## src/cpg_island_window_classifier_macros.svh

```systemverilog
// ----------------------------------------------------------------------------
// CpG island window classifier: assertion macros
// Wraps concurrent assertions so that synthesis sees an empty body.
// ----------------------------------------------------------------------------
`ifndef CPG_ISLAND_WINDOW_CLASSIFIER_MACROS_SVH
`define CPG_ISLAND_WINDOW_CLASSIFIER_MACROS_SVH
`ifndef SYNTHESIS
`define CPG_ASSERT_ALWAYS(label, clk, rst_n, cond, msg) \
	label: assert property (@(posedge clk) disable iff (!rst_n) (cond)) else $error(msg);
`define CPG_ASSERT_IMPLY(label, clk, rst_n, ante, cons, msg) \
	label: assert property (@(posedge clk) disable iff (!rst_n) (ante) |-> (cons)) \
		else $error(msg);
`else
`define CPG_ASSERT_ALWAYS(label, clk, rst_n, cond, msg)
`define CPG_ASSERT_IMPLY(label, clk, rst_n, ante, cons, msg)
`endif
`endif

```

## src/cpg_win_div.sv

```systemverilog
// ----------------------------------------------------------------------------
// CpG window divider
// Restoring unsigned divider, one quotient bit per cycle.
// ----------------------------------------------------------------------------
`default_nettype none

module cpg_win_div #(
	parameter int NUM_W = 32,
	parameter int DEN_W = 16
) (
	input  wire logic             clk,
	input  wire logic             arst_n,
	input  wire logic             start,
	input  wire logic [NUM_W-1:0] num,
	input  wire logic [DEN_W-1:0] den,
	output logic                  busy,
	output logic [NUM_W-1:0]      quo
);

	localparam int CNT_W = $clog2(NUM_W + 1);

	logic [CNT_W-1:0] count_q;
	logic [NUM_W-1:0] work_q;
	logic [DEN_W-1:0] rem_q;
	logic [DEN_W-1:0] den_q;

	logic [DEN_W:0]   shifted;
	logic [DEN_W:0]   diff;
	logic             fits;
	logic [DEN_W-1:0] rem_nxt;

	// The work register shifts numerator bits out at the top and takes
	// quotient bits in at the bottom.
	always_comb begin
		shifted = {rem_q, work_q[NUM_W-1]};
		diff    = shifted - {1'b0, den_q};
		fits    = (shifted >= {1'b0, den_q});
		rem_nxt = fits ? diff[DEN_W-1:0] : shifted[DEN_W-1:0];
	end

	always_ff @(posedge clk or negedge arst_n) begin
		if (!arst_n) begin
			count_q <= '0;
		end else if (start) begin
			count_q <= CNT_W'(NUM_W);
		end else if (count_q != '0) begin
			count_q <= count_q - CNT_W'(1);
		end
	end

	always_ff @(posedge clk) begin
		if (start) begin
			work_q <= num;
			rem_q  <= '0;
			den_q  <= den;
		end else if (count_q != '0) begin
			work_q <= {work_q[NUM_W-2:0], fits};
			rem_q  <= rem_nxt;
		end
	end

	assign busy = (count_q != '0);
	assign quo  = work_q;

endmodule

`default_nettype wire

```

## config.mk

```make
export PLATFORM = sky130hd
export DESIGN_NAME = cpg_win_div
export DESIGN_NICKNAME = d
export VERILOG_FILES = /design/src/cpg_island_window_classifier_macros.svh /design/src/cpg_win_div.sv
export SDC_FILE = /design/constraint.sdc
export NUM_CORES = 1
export LEC_CHECK = 0
export CAP_MARGIN = 30
export CELL_PAD_IN_SITES_DETAIL_PLACEMENT = 1
export CELL_PAD_IN_SITES_GLOBAL_PLACEMENT = 1
export CORE_AREA = 2 2 87 106
export DETAILED_ROUTE_END_ITERATION = 10
export DIE_AREA = 0 0 89 108
export DONT_BUFFER_PORTS = 1
export PLACE_DENSITY_LB_ADDON = 0.3
export SLEW_MARGIN = 5
export SYNTH_ARGS = -nofsm -noshare
export SYNTH_HDL_FRONTEND = slang
export SYNTH_SLANG_ARGS = --single-unit
```

## constraint.sdc

```tcl
create_clock -name clk -period 2.45 [get_ports clk]
set_clock_uncertainty 0.15 [all_clocks]
set_input_delay 0.1225 -clock clk [delete_from_list [all_inputs] [get_ports clk]]
set_output_delay 0.1225 -clock clk [all_outputs]
set_load 0.1 [all_outputs]
```

# Yosys cells after proc, flatten, opt, wreduce, memory -nomap -nowiden
# Cells that the tools add are included.
classes:
  n_addsub: 2
  n_lt_le_gt_ge: 1
  n_mux: 5
  n_reduce_logical: 2
op_table:
  columns: ["op", "n"]
  rows:
  - ["$mux 32", 2]
  - ["$ge 17x16->1", 1]
  - ["$mux 16", 1]
  - ["$sub 16x16->16", 1]
  - ["$mux 6", 2]
  - ["$reduce_bool 6->1", 1]
  - ["$sub 6x1->6 const B", 1]
  - ["$reduce_bool 2->1", 1]
totals:
  ff_bits: 70
  inputBits: 51

# Depth between registers and ports, before layout
# Gate-level depths: netlist of the first run.
depth:
  ltp_word: 3
  ltp_mapped: 12
  mapped_depth_nobuf: 10

# Worst setup path before layout of the first run
# Ideal clock, no wire load.
synth_path:
  path_kind: "reg2reg"
  from: "reg work_q[31], in the netlist quo[31]"
  to: "reg rem_q[12]"
  t_arrival_ps: 2769
  t_required_ps: 2242
  slack_ps: -527
  path_stages_with_launch: 11
  n_path_buf: 0
  period_less_slack_ps: 2977
  path_cell_list: "edfxtp_1 inv_1 ha_1 fa_1 nand2b_1 a21oi_1 o2111ai_1 a21boi_0 nor3_1 o31ai_1 o21a_1"
synth_between:
  elab_chain_cells: 2
synth_rtl:
  columns: ["item", "line", "text"]
  rows:
  - ["from (decl)", "cpg_win_div.sv:23", "logic [NUM_W-1:0] work_q;"]
  - ["from (signal assigned)", "cpg_win_div.sv:53", "work_q <= num;"]
  - ["from (signal assigned)", "cpg_win_div.sv:57", "work_q <= {work_q[NUM_W-2:0], fits};"]
  - ["$sub 16x16->16 / $ge 17x16->1 (equally long branches)", "cpg_win_div.sv:36, cpg_win_div.sv:37", null]
  - ["$mux 16 (*)", "cpg_win_div.sv:38", "rem_nxt = fits ? diff[DEN_W-1:0] : shifted[DEN_W-1:0];"]
  - ["to (signal assigned)", "cpg_win_div.sv:58", "rem_q <= rem_nxt;"]
  - ["to (decl)", "cpg_win_div.sv:24", "logic [DEN_W-1:0] rem_q;"]
# Every way passes the cells marked *; elsewhere a longest branch is shown, timed or not.
# A chain may end at the register's enable or synchronous reset.

# Worst setup path after layout of the first run
layout_path:
  from: "reg den_q[1]"
  to: "reg rem_q[13]"
layout_between:
  elab_chain_cells: 2
layout_rtl:
  columns: ["item", "line", "text"]
  rows:
  - ["from (decl)", "cpg_win_div.sv:25", "logic [DEN_W-1:0] den_q;"]
  - ["from (signal assigned)", "cpg_win_div.sv:55", "den_q <= den;"]
  - ["$sub 16x16->16 / $ge 17x16->1 (equally long branches)", "cpg_win_div.sv:36, cpg_win_div.sv:37", null]
  - ["$mux 16 (*)", "cpg_win_div.sv:38", null]
# Marks and branches as above.

==> results_dict.tcl, run 1 <==
set metrics [dict create \
    result_of_the_run "complete, but fails checks" \
    failed_checks "setup timing" \
    fp-row-count 37 \
    crit_type "register to register" \
    cp-end-kind "register" \
    p_leak_nw 2.41 \
    setup_repair_after_global_routing_missed_its_margin "yes" \
    muxShareOfSynthArea 0.102 \
    seq_power_share 0.285 \
    layout.filler_cells 884 \
    report.final.hold_viol_count 0 \
    area.growth.synth_to_final_pct 52.1 \
    critical_path.startpoint_type "register" \
    drv_slew 0 \
    num_antenna_cells 0 \
    crit_arrival_ns 2.94 \
    main_combinational_cell_family_by_area_after_synthesis "compound AO/OA/AOI/OAI gates" \
    clock_tree.buffer_depth 2 \
    layoutNonFillerInstCount 599 \
    grt_pass1_wl_mm 20.1 \
    grt_util_all_layers 0.285 \
    io_buffer_count 0 \
    timing.critical_path.required_ns 2.57 \
    synth.avg_cell_area_um2 11.0 \
    core_region_mm2 0.00852 \
    power_frac_clock 0.169 \
    worstMarginPinSlew_ns 0.528 \
    placed_cell_area_mm2 0.00439 \
    max-vdd-ir-drop_mv 0.697 \
    worstPathMaxFanout 3 \
    dr_total_vias 3415 \
    cellInternalPower_w 0.00345 \
    relSlewSlack 0.648 \
    dr.pass1.iters 4 \
    tritoncts "built" \
    synth_fp_nets 407 \
    yosysSeqAreaShare 0.513 \
    clockRootBuffer "sky130_fd_sc_hd__clkbuf_8" \
    ctsHtreeMaxLevel 3 \
    achievable-frequency_ghz 0.354 \
    timing.final.setup_violations 17 \
    async_reset_ff_frac 0.0857 \
    via_per_inst 5.70 \
    dieWidth_um 89 \
    gp_routability_congestion 0.847 \
    antenna_left 0 \
    postSynthRegisterBits 70 \
    post_synth_xor_area_fraction 0.0259 \
    finalCriticalPeriod_ns 2.82 \
    layout.cells.most_common "sky130_fd_sc_hd__buf_4" \
    postSynthCellCount 338 \
    die_area_mm2 0.00961 \
    syn-cell-area_mm2 0.00372 \
    drv_cap 0 \
    grt_overflow_total 0 \
    detail_route.drc_violations 0 \
    layout_common_cells "75 x sky130_fd_sc_hd__buf_4, 53 x sky130_fd_sc_hd__dlygate4sd3_1, 48 x sky130_fd_sc_hd__edfxtp_1, 38 x sky130_fd_sc_hd__nor2_1, 31 x sky130_fd_sc_hd__mux2_2" \
    proportion_of_power_drawn_by_combinational_gates 0.546 \
    yosys.area_share.adder 0.0625 \
    clkLatencyLatePin_ns 0.36 \
    synth.distinct_cells 54 \
    hp-class "input port to register" \
    grt_antenna_before_repair 0 \
    num-nets-final 546 \
    leading_register_cell_type_out_of_synthesis "sky130_fd_sc_hd__edfxtp_1" \
    timing.final.crit_share 1.15 \
    final.setup.worst_slack_ns -0.372 \
    dpl.cell_count 512 \
    detail_route.iter0.violations 182 \
    die_y_um 108 \
    design.portCount 84 \
    compound_gate_fraction_of_synth_area 0.143 \
    power.switching_fraction 0.464 \
    power_density_mw_per_mm2 1140 \
    grt_start_max_net_pins 69 \
    yosysWarningCount 0 \
    vias_in_the_first_global_route 3762 \
    synth-edff-count 48 \
    routed_wire_length_per_instance_um 24.9 \
    layout_cells_sized_above_1 0.384 \
    stdcell_area_mm2 0.00566 \
    start_util 0.437 \
    hpwl_mm 6.82 \
    cts-buffers-inserted 9 \
    clkSlewWorstSetupHoldPaths_ns 0.08 \
    synth_simple_gate_area_share 0.111 \
    numClockSinks 70 \
    p_sw_w 0.00298 \
    routed_wirelength_mm 14.9 \
]
power by group through the flow:
stage	clock network [W]	registers [W]	logic, W
2_1_floorplan	0	0.00260	0.00111
3_3_place_gp	0	0.00175	0.00263
3_5_place_dp	0	0.00176	0.00270
4_1_cts	0.00107	0.00176	0.00301
5_1_grt	0.00113	0.00186	0.00367
6_report	0.00109	0.00183	0.00351
synthesized netlist by cell type, types with 8 or more instances:
master,n,area (µm²)
sky130_fd_sc_hd__nor2_1,38,143
sky130_fd_sc_hd__clkbuf_1,9,33.8
sky130_fd_sc_hd__dfxtp_1,16,320
sky130_fd_sc_hd__inv_1,23,86.3
sky130_fd_sc_hd__ha_1,17,213
sky130_fd_sc_hd__a21oi_1,21,105
sky130_fd_sc_hd__a21o_1,8,60.1
sky130_fd_sc_hd__mux2_2,31,349
sky130_fd_sc_hd__o21ai_0,13,65.1
sky130_fd_sc_hd__nor3_1,9,45.0
sky130_fd_sc_hd__edfxtp_1,48,1440
sky130_fd_sc_hd__a211oi_1,13,97.6
sky130_fd_sc_hd__nand2_1,15,56.3
routing by layer:
metal,up-vias,global-route usage,part of all wire
met5,-,0,0
met3,52,0.0748,0.052
met1,1694,0.320,0.36
met4,0,0.117,0.047
met2,143,0.505,0.54
li1,1526,-,-
path summary, 6_finish.rpt:
check	start	endpoint	slack, ns	depth (start not counted)
max	den_q[1]	rem_q[13]	-0.37	11
min	den[4]	den_q[4]	0.24	1
max reg2reg	den_q[1]	rem_q[13]	-0.37	11
min reg2reg	rem_q[8]	rem_q[8]	0.33	2
max in group asynchronous	arst_n	count_q[5]	1.40	2
min in group asynchronous	arst_n	count_q[0]	0.49	2
kinds of logic after synthesis:
kind of cell	Yosys count
AND/OR/NAND/NOR	89
buffers and inverters	38
flip-flops	70
multiplexers	34
AO/OA/AOI/OAI	78
adder cells (fa/ha/maj)	18
XOR/XNOR	11
per-stage QoR:
step / setup WS, ns / power, W / util / setup TNS, ns / hold WS [ns]
floorplan: -0.435 / 0.00371 / - / -5.01 / -0.323
global placement: -0.0686 / 0.00438 / 0.515 / -0.144 / -0.323
detailed placement: -0.138 / 0.00446 / 0.515 / -1.48 / -0.323
CTS: -0.0523 / 0.00583 / 0.632 / -0.0842 / 0.198
global route: -0.432 / 0.00666 / 0.665 / -4.76 / 0.242
finish: -0.372 / 0.00643 / 0.665 / -3.32 / 0.236
layout make-up:
| cell class | instances | area [µm²] | share of cell area |
|---|---|---|---|
| Tap cell | 117 | 146 | 0.0258 |
| Sequential cell | 70 | 1910 | 0.338 |
| Clock inverter | 6 | 85.1 | 0.0150 |
| Clock buffer | 10 | 128 | 0.0225 |
| Timing Repair Buffer | 143 | 1310 | 0.232 |
| Inverter | 23 | 86.3 | 0.0152 |
| Multi-Input combinational cell | 230 | 1990 | 0.352 |
state kept, by name (all words and copies together) (netlist names):
signal,cells
count_q,6
den_q,16
quo,32
rem_q,16
critical path: stages, from the launching register on:
cell	delay, ns
sky130_fd_sc_hd__edfxtp_1	0.44
sky130_fd_sc_hd__inv_2	0.12
sky130_fd_sc_hd__ha_4	0.21
sky130_fd_sc_hd__nor2b_1	0.15
sky130_fd_sc_hd__o31a_1	0.30
sky130_fd_sc_hd__buf_4	0.16
sky130_fd_sc_hd__o21ai_1	0.14
sky130_fd_sc_hd__buf_4	0.17
sky130_fd_sc_hd__a21oi_4	0.07
sky130_fd_sc_hd__o21ai_1	0.18
sky130_fd_sc_hd__or3b_1	0.39
sky130_fd_sc_hd__a211oi_2	0.25
repair_timing:
item,4_1_cts,5_1_grt
pin swaps,9,18
gates resized for setup,26,41
endpoints found under the setup margin,16,53
hold endpoints to repair,92,0
cloned,1,0
buffers inserted,4,13
hold buffers,54,0
Note: power is estimated with default switching activity, not from simulation.
==> run 2, diff against run 1 <==
- CORE_AREA: 2 2 87 106 -> 2 2 91 102
- DIE_AREA: 0 0 89 108 -> 0 0 93 104
- HOLD_SLACK_MARGIN: unset -> 0.08
==> results_dict.tcl, run 2 (synthesis gave the netlist of run 1 again) <==
set metrics [dict create \
    num_antenna_cells 0 \
    dieWidth_um 93 \
    start_util 0.431 \
    critical_path_cell_count 10 \
    final.setup.worst_slack_ns -0.0883 \
    critical_path.cell_chain "inv_2 -> ha_4 -> nor2b_4 -> o31a_1 -> buf_4 -> o21ai_4 -> a21oi_2 -> o21ai_0 -> or3b_1 -> a211oi_2" \
    result_of_the_run "complete, but fails checks" \
    fp-row-count 36 \
    sequential_cell_area_mm2 0.00191 \
    cts-buffers-inserted 9 \
    achievable-frequency_ghz 0.394 \
    max-vdd-ir-drop_mv 0.706 \
    via_per_inst 5.51 \
    grt_util_all_layers 0.253 \
    grt_pass1_wl_mm 18.7 \
    relSlewSlack 0.642 \
    cp_slowest_cell "sky130_fd_sc_hd__edfxtp_1" \
    core_region_mm2 0.00865 \
    clkLatencyLatePin_ns 0.38 \
    drv_slew 0 \
    power_density_mw_per_mm2 1090 \
    routed_wire_length_per_instance_um 21.3 \
    postLayoutCoreUtil 0.644 \
    finalCriticalPeriod_ns 2.54 \
    multiInputGateArea_mm2 0.00205 \
    grt_start_max_net_pins 71 \
    report.final.hold_viol_count 0 \
    dr.pass1.iters 4 \
    timing.final.setup_violations 10 \
    clkSlewWorstSetupHoldPaths_ns 0.08 \
    dpl.cell_count 504 \
    cp_top_family "compound AO/OA/AOI/OAI gates" \
    timing.critical_path.required_ns 2.60 \
    vias_in_the_first_global_route 3535 \
    failed_checks "setup timing" \
    drv_cap 0 \
    antenna_left 0 \
    grt_antenna_before_repair 0 \
    crit_arrival_ns 2.69 \
    critical_path.startpoint_type "register" \
    layout.filler_cells 878 \
    hp-class "input port to register" \
    clock_tree.buffer_depth 2 \
    die_area_mm2 0.00967 \
    routed_wirelength_mm 12.5 \
    layout_cells_sized_above_1 0.402 \
    area.growth.synth_to_final_pct 49.7 \
    dr_total_vias 3233 \
    detail_route.drc_violations 0 \
    ctsHtreeMaxLevel 3 \
    clockRootBuffer "sky130_fd_sc_hd__clkbuf_8" \
    tritoncts "built" \
    setup_repair_after_global_routing_missed_its_margin "yes" \
    timing.final.crit_share 1.04 \
    io_buffer_count 0 \
    cp-end-kind "register" \
    hpwl_mm 6.99 \
    layoutNonFillerInstCount 587 \
    gp_routability_congestion 0.865 \
    grt_overflow_total 0 \
    worstPathMaxFanout 3 \
    hold-path-cell-count 1 \
    worstMarginPinSlew_ns 0.537 \
    numClockSinks 70 \
    p_leak_nw 2.33 \
    crit_buf_inv 2 \
    detail_route.iter0.violations 115 \
    layout.cells.most_common "sky130_fd_sc_hd__buf_4" \
    largest_reg_flops 32 \
    layout_common_cells "74 x sky130_fd_sc_hd__buf_4, 52 x sky130_fd_sc_hd__dlygate4sd3_1, 48 x sky130_fd_sc_hd__edfxtp_1, 36 x sky130_fd_sc_hd__nor2_1, 31 x sky130_fd_sc_hd__mux2_2" \
    reg2reg_depth 10 \
    num-nets-final 537 \
    design.portCount 84 \
    die_y_um 104 \
    worst_path_largest_cell_delay_ns 0.41 \
    crit_type "register to register" \
]
## run 2: cell types whose count changed in the layout (fill, tap and decap cells not counted), sizes merged
cell	before	now
buf	90	81
bufinv	2	0
clkinv	2	3
clkinvlp	1	3
dlygate4sd3	53	52
## run 2: repair_timing
action / 4_1_cts / 5_1_grt
endpoints found under the setup margin: 15 / 18
setup buffers: 4 / 9
pin swaps: 16 / 19
gates resized for setup: 37 / 42
hold endpoints to repair: 92 / 0
cloned: 1 / 0
hold buffers: 53 / 0
## run 2: per-stage QoR
stage | total power (W) | hold slack [ns] | setup slack [ns] | instance area, µm² | setup TNS [ns]
after detailed placement | 0.00444 | -0.323 | -0.132 | 4350 | -0.940
after global placement | 0.00435 | -0.323 | -0.0759 | 4350 | -0.137
after floorplan | 0.00371 | -0.323 | -0.435 | 3760 | -5.01
final | 0.00606 | 0.224 | -0.0883 | 5570 | -0.402
after CTS | 0.00565 | 0.216 | -0.0385 | 5320 | -0.0747
after global routing | 0.00633 | 0.220 | -0.160 | 5570 | -1.84
## run 2: per-layer routing
metal,up-vias,track usage,routed length (µm)
li1,1505,-,-
met5,-,0,0
met1,1572,0.279,4730
met3,39,0.0710,664
met4,0,0.123,397
met2,117,0.443,6730
## run 2: final cells by class
class	instances	share of cell area
multi-input combinational	230	0.369
sequential	70	0.343
inverter	23	0.0155
tap	114	0.0256
clock inverter	7	0.00876
timing repair buffer	134	0.216
clock buffer	9	0.0222
## run 2: worst paths after layout
check / startpoint / end / slack (ns)
max in group asynchronous: arst_n / count_q[1] / 1.37
min: den[6] / den_q[6] / 0.22
max reg2reg: den_q[1] / rem_q[13] / -0.09
min reg2reg: rem_q[8] / rem_q[8] / 0.35
max: den_q[1] / rem_q[13] / -0.09
min in group asynchronous: arst_n / count_q[0] / 0.52
## run 2: report_power, final
part / leakage, nW / switching [W] / internal (W)
clock network: 0.0793 / 0.000513 / 0.000367
registers: 0.701 / 0.000241 / 0.00157
logic: 1.55 / 0.00210 / 0.00127
total: 2.33 / 0.00285 / 0.00321
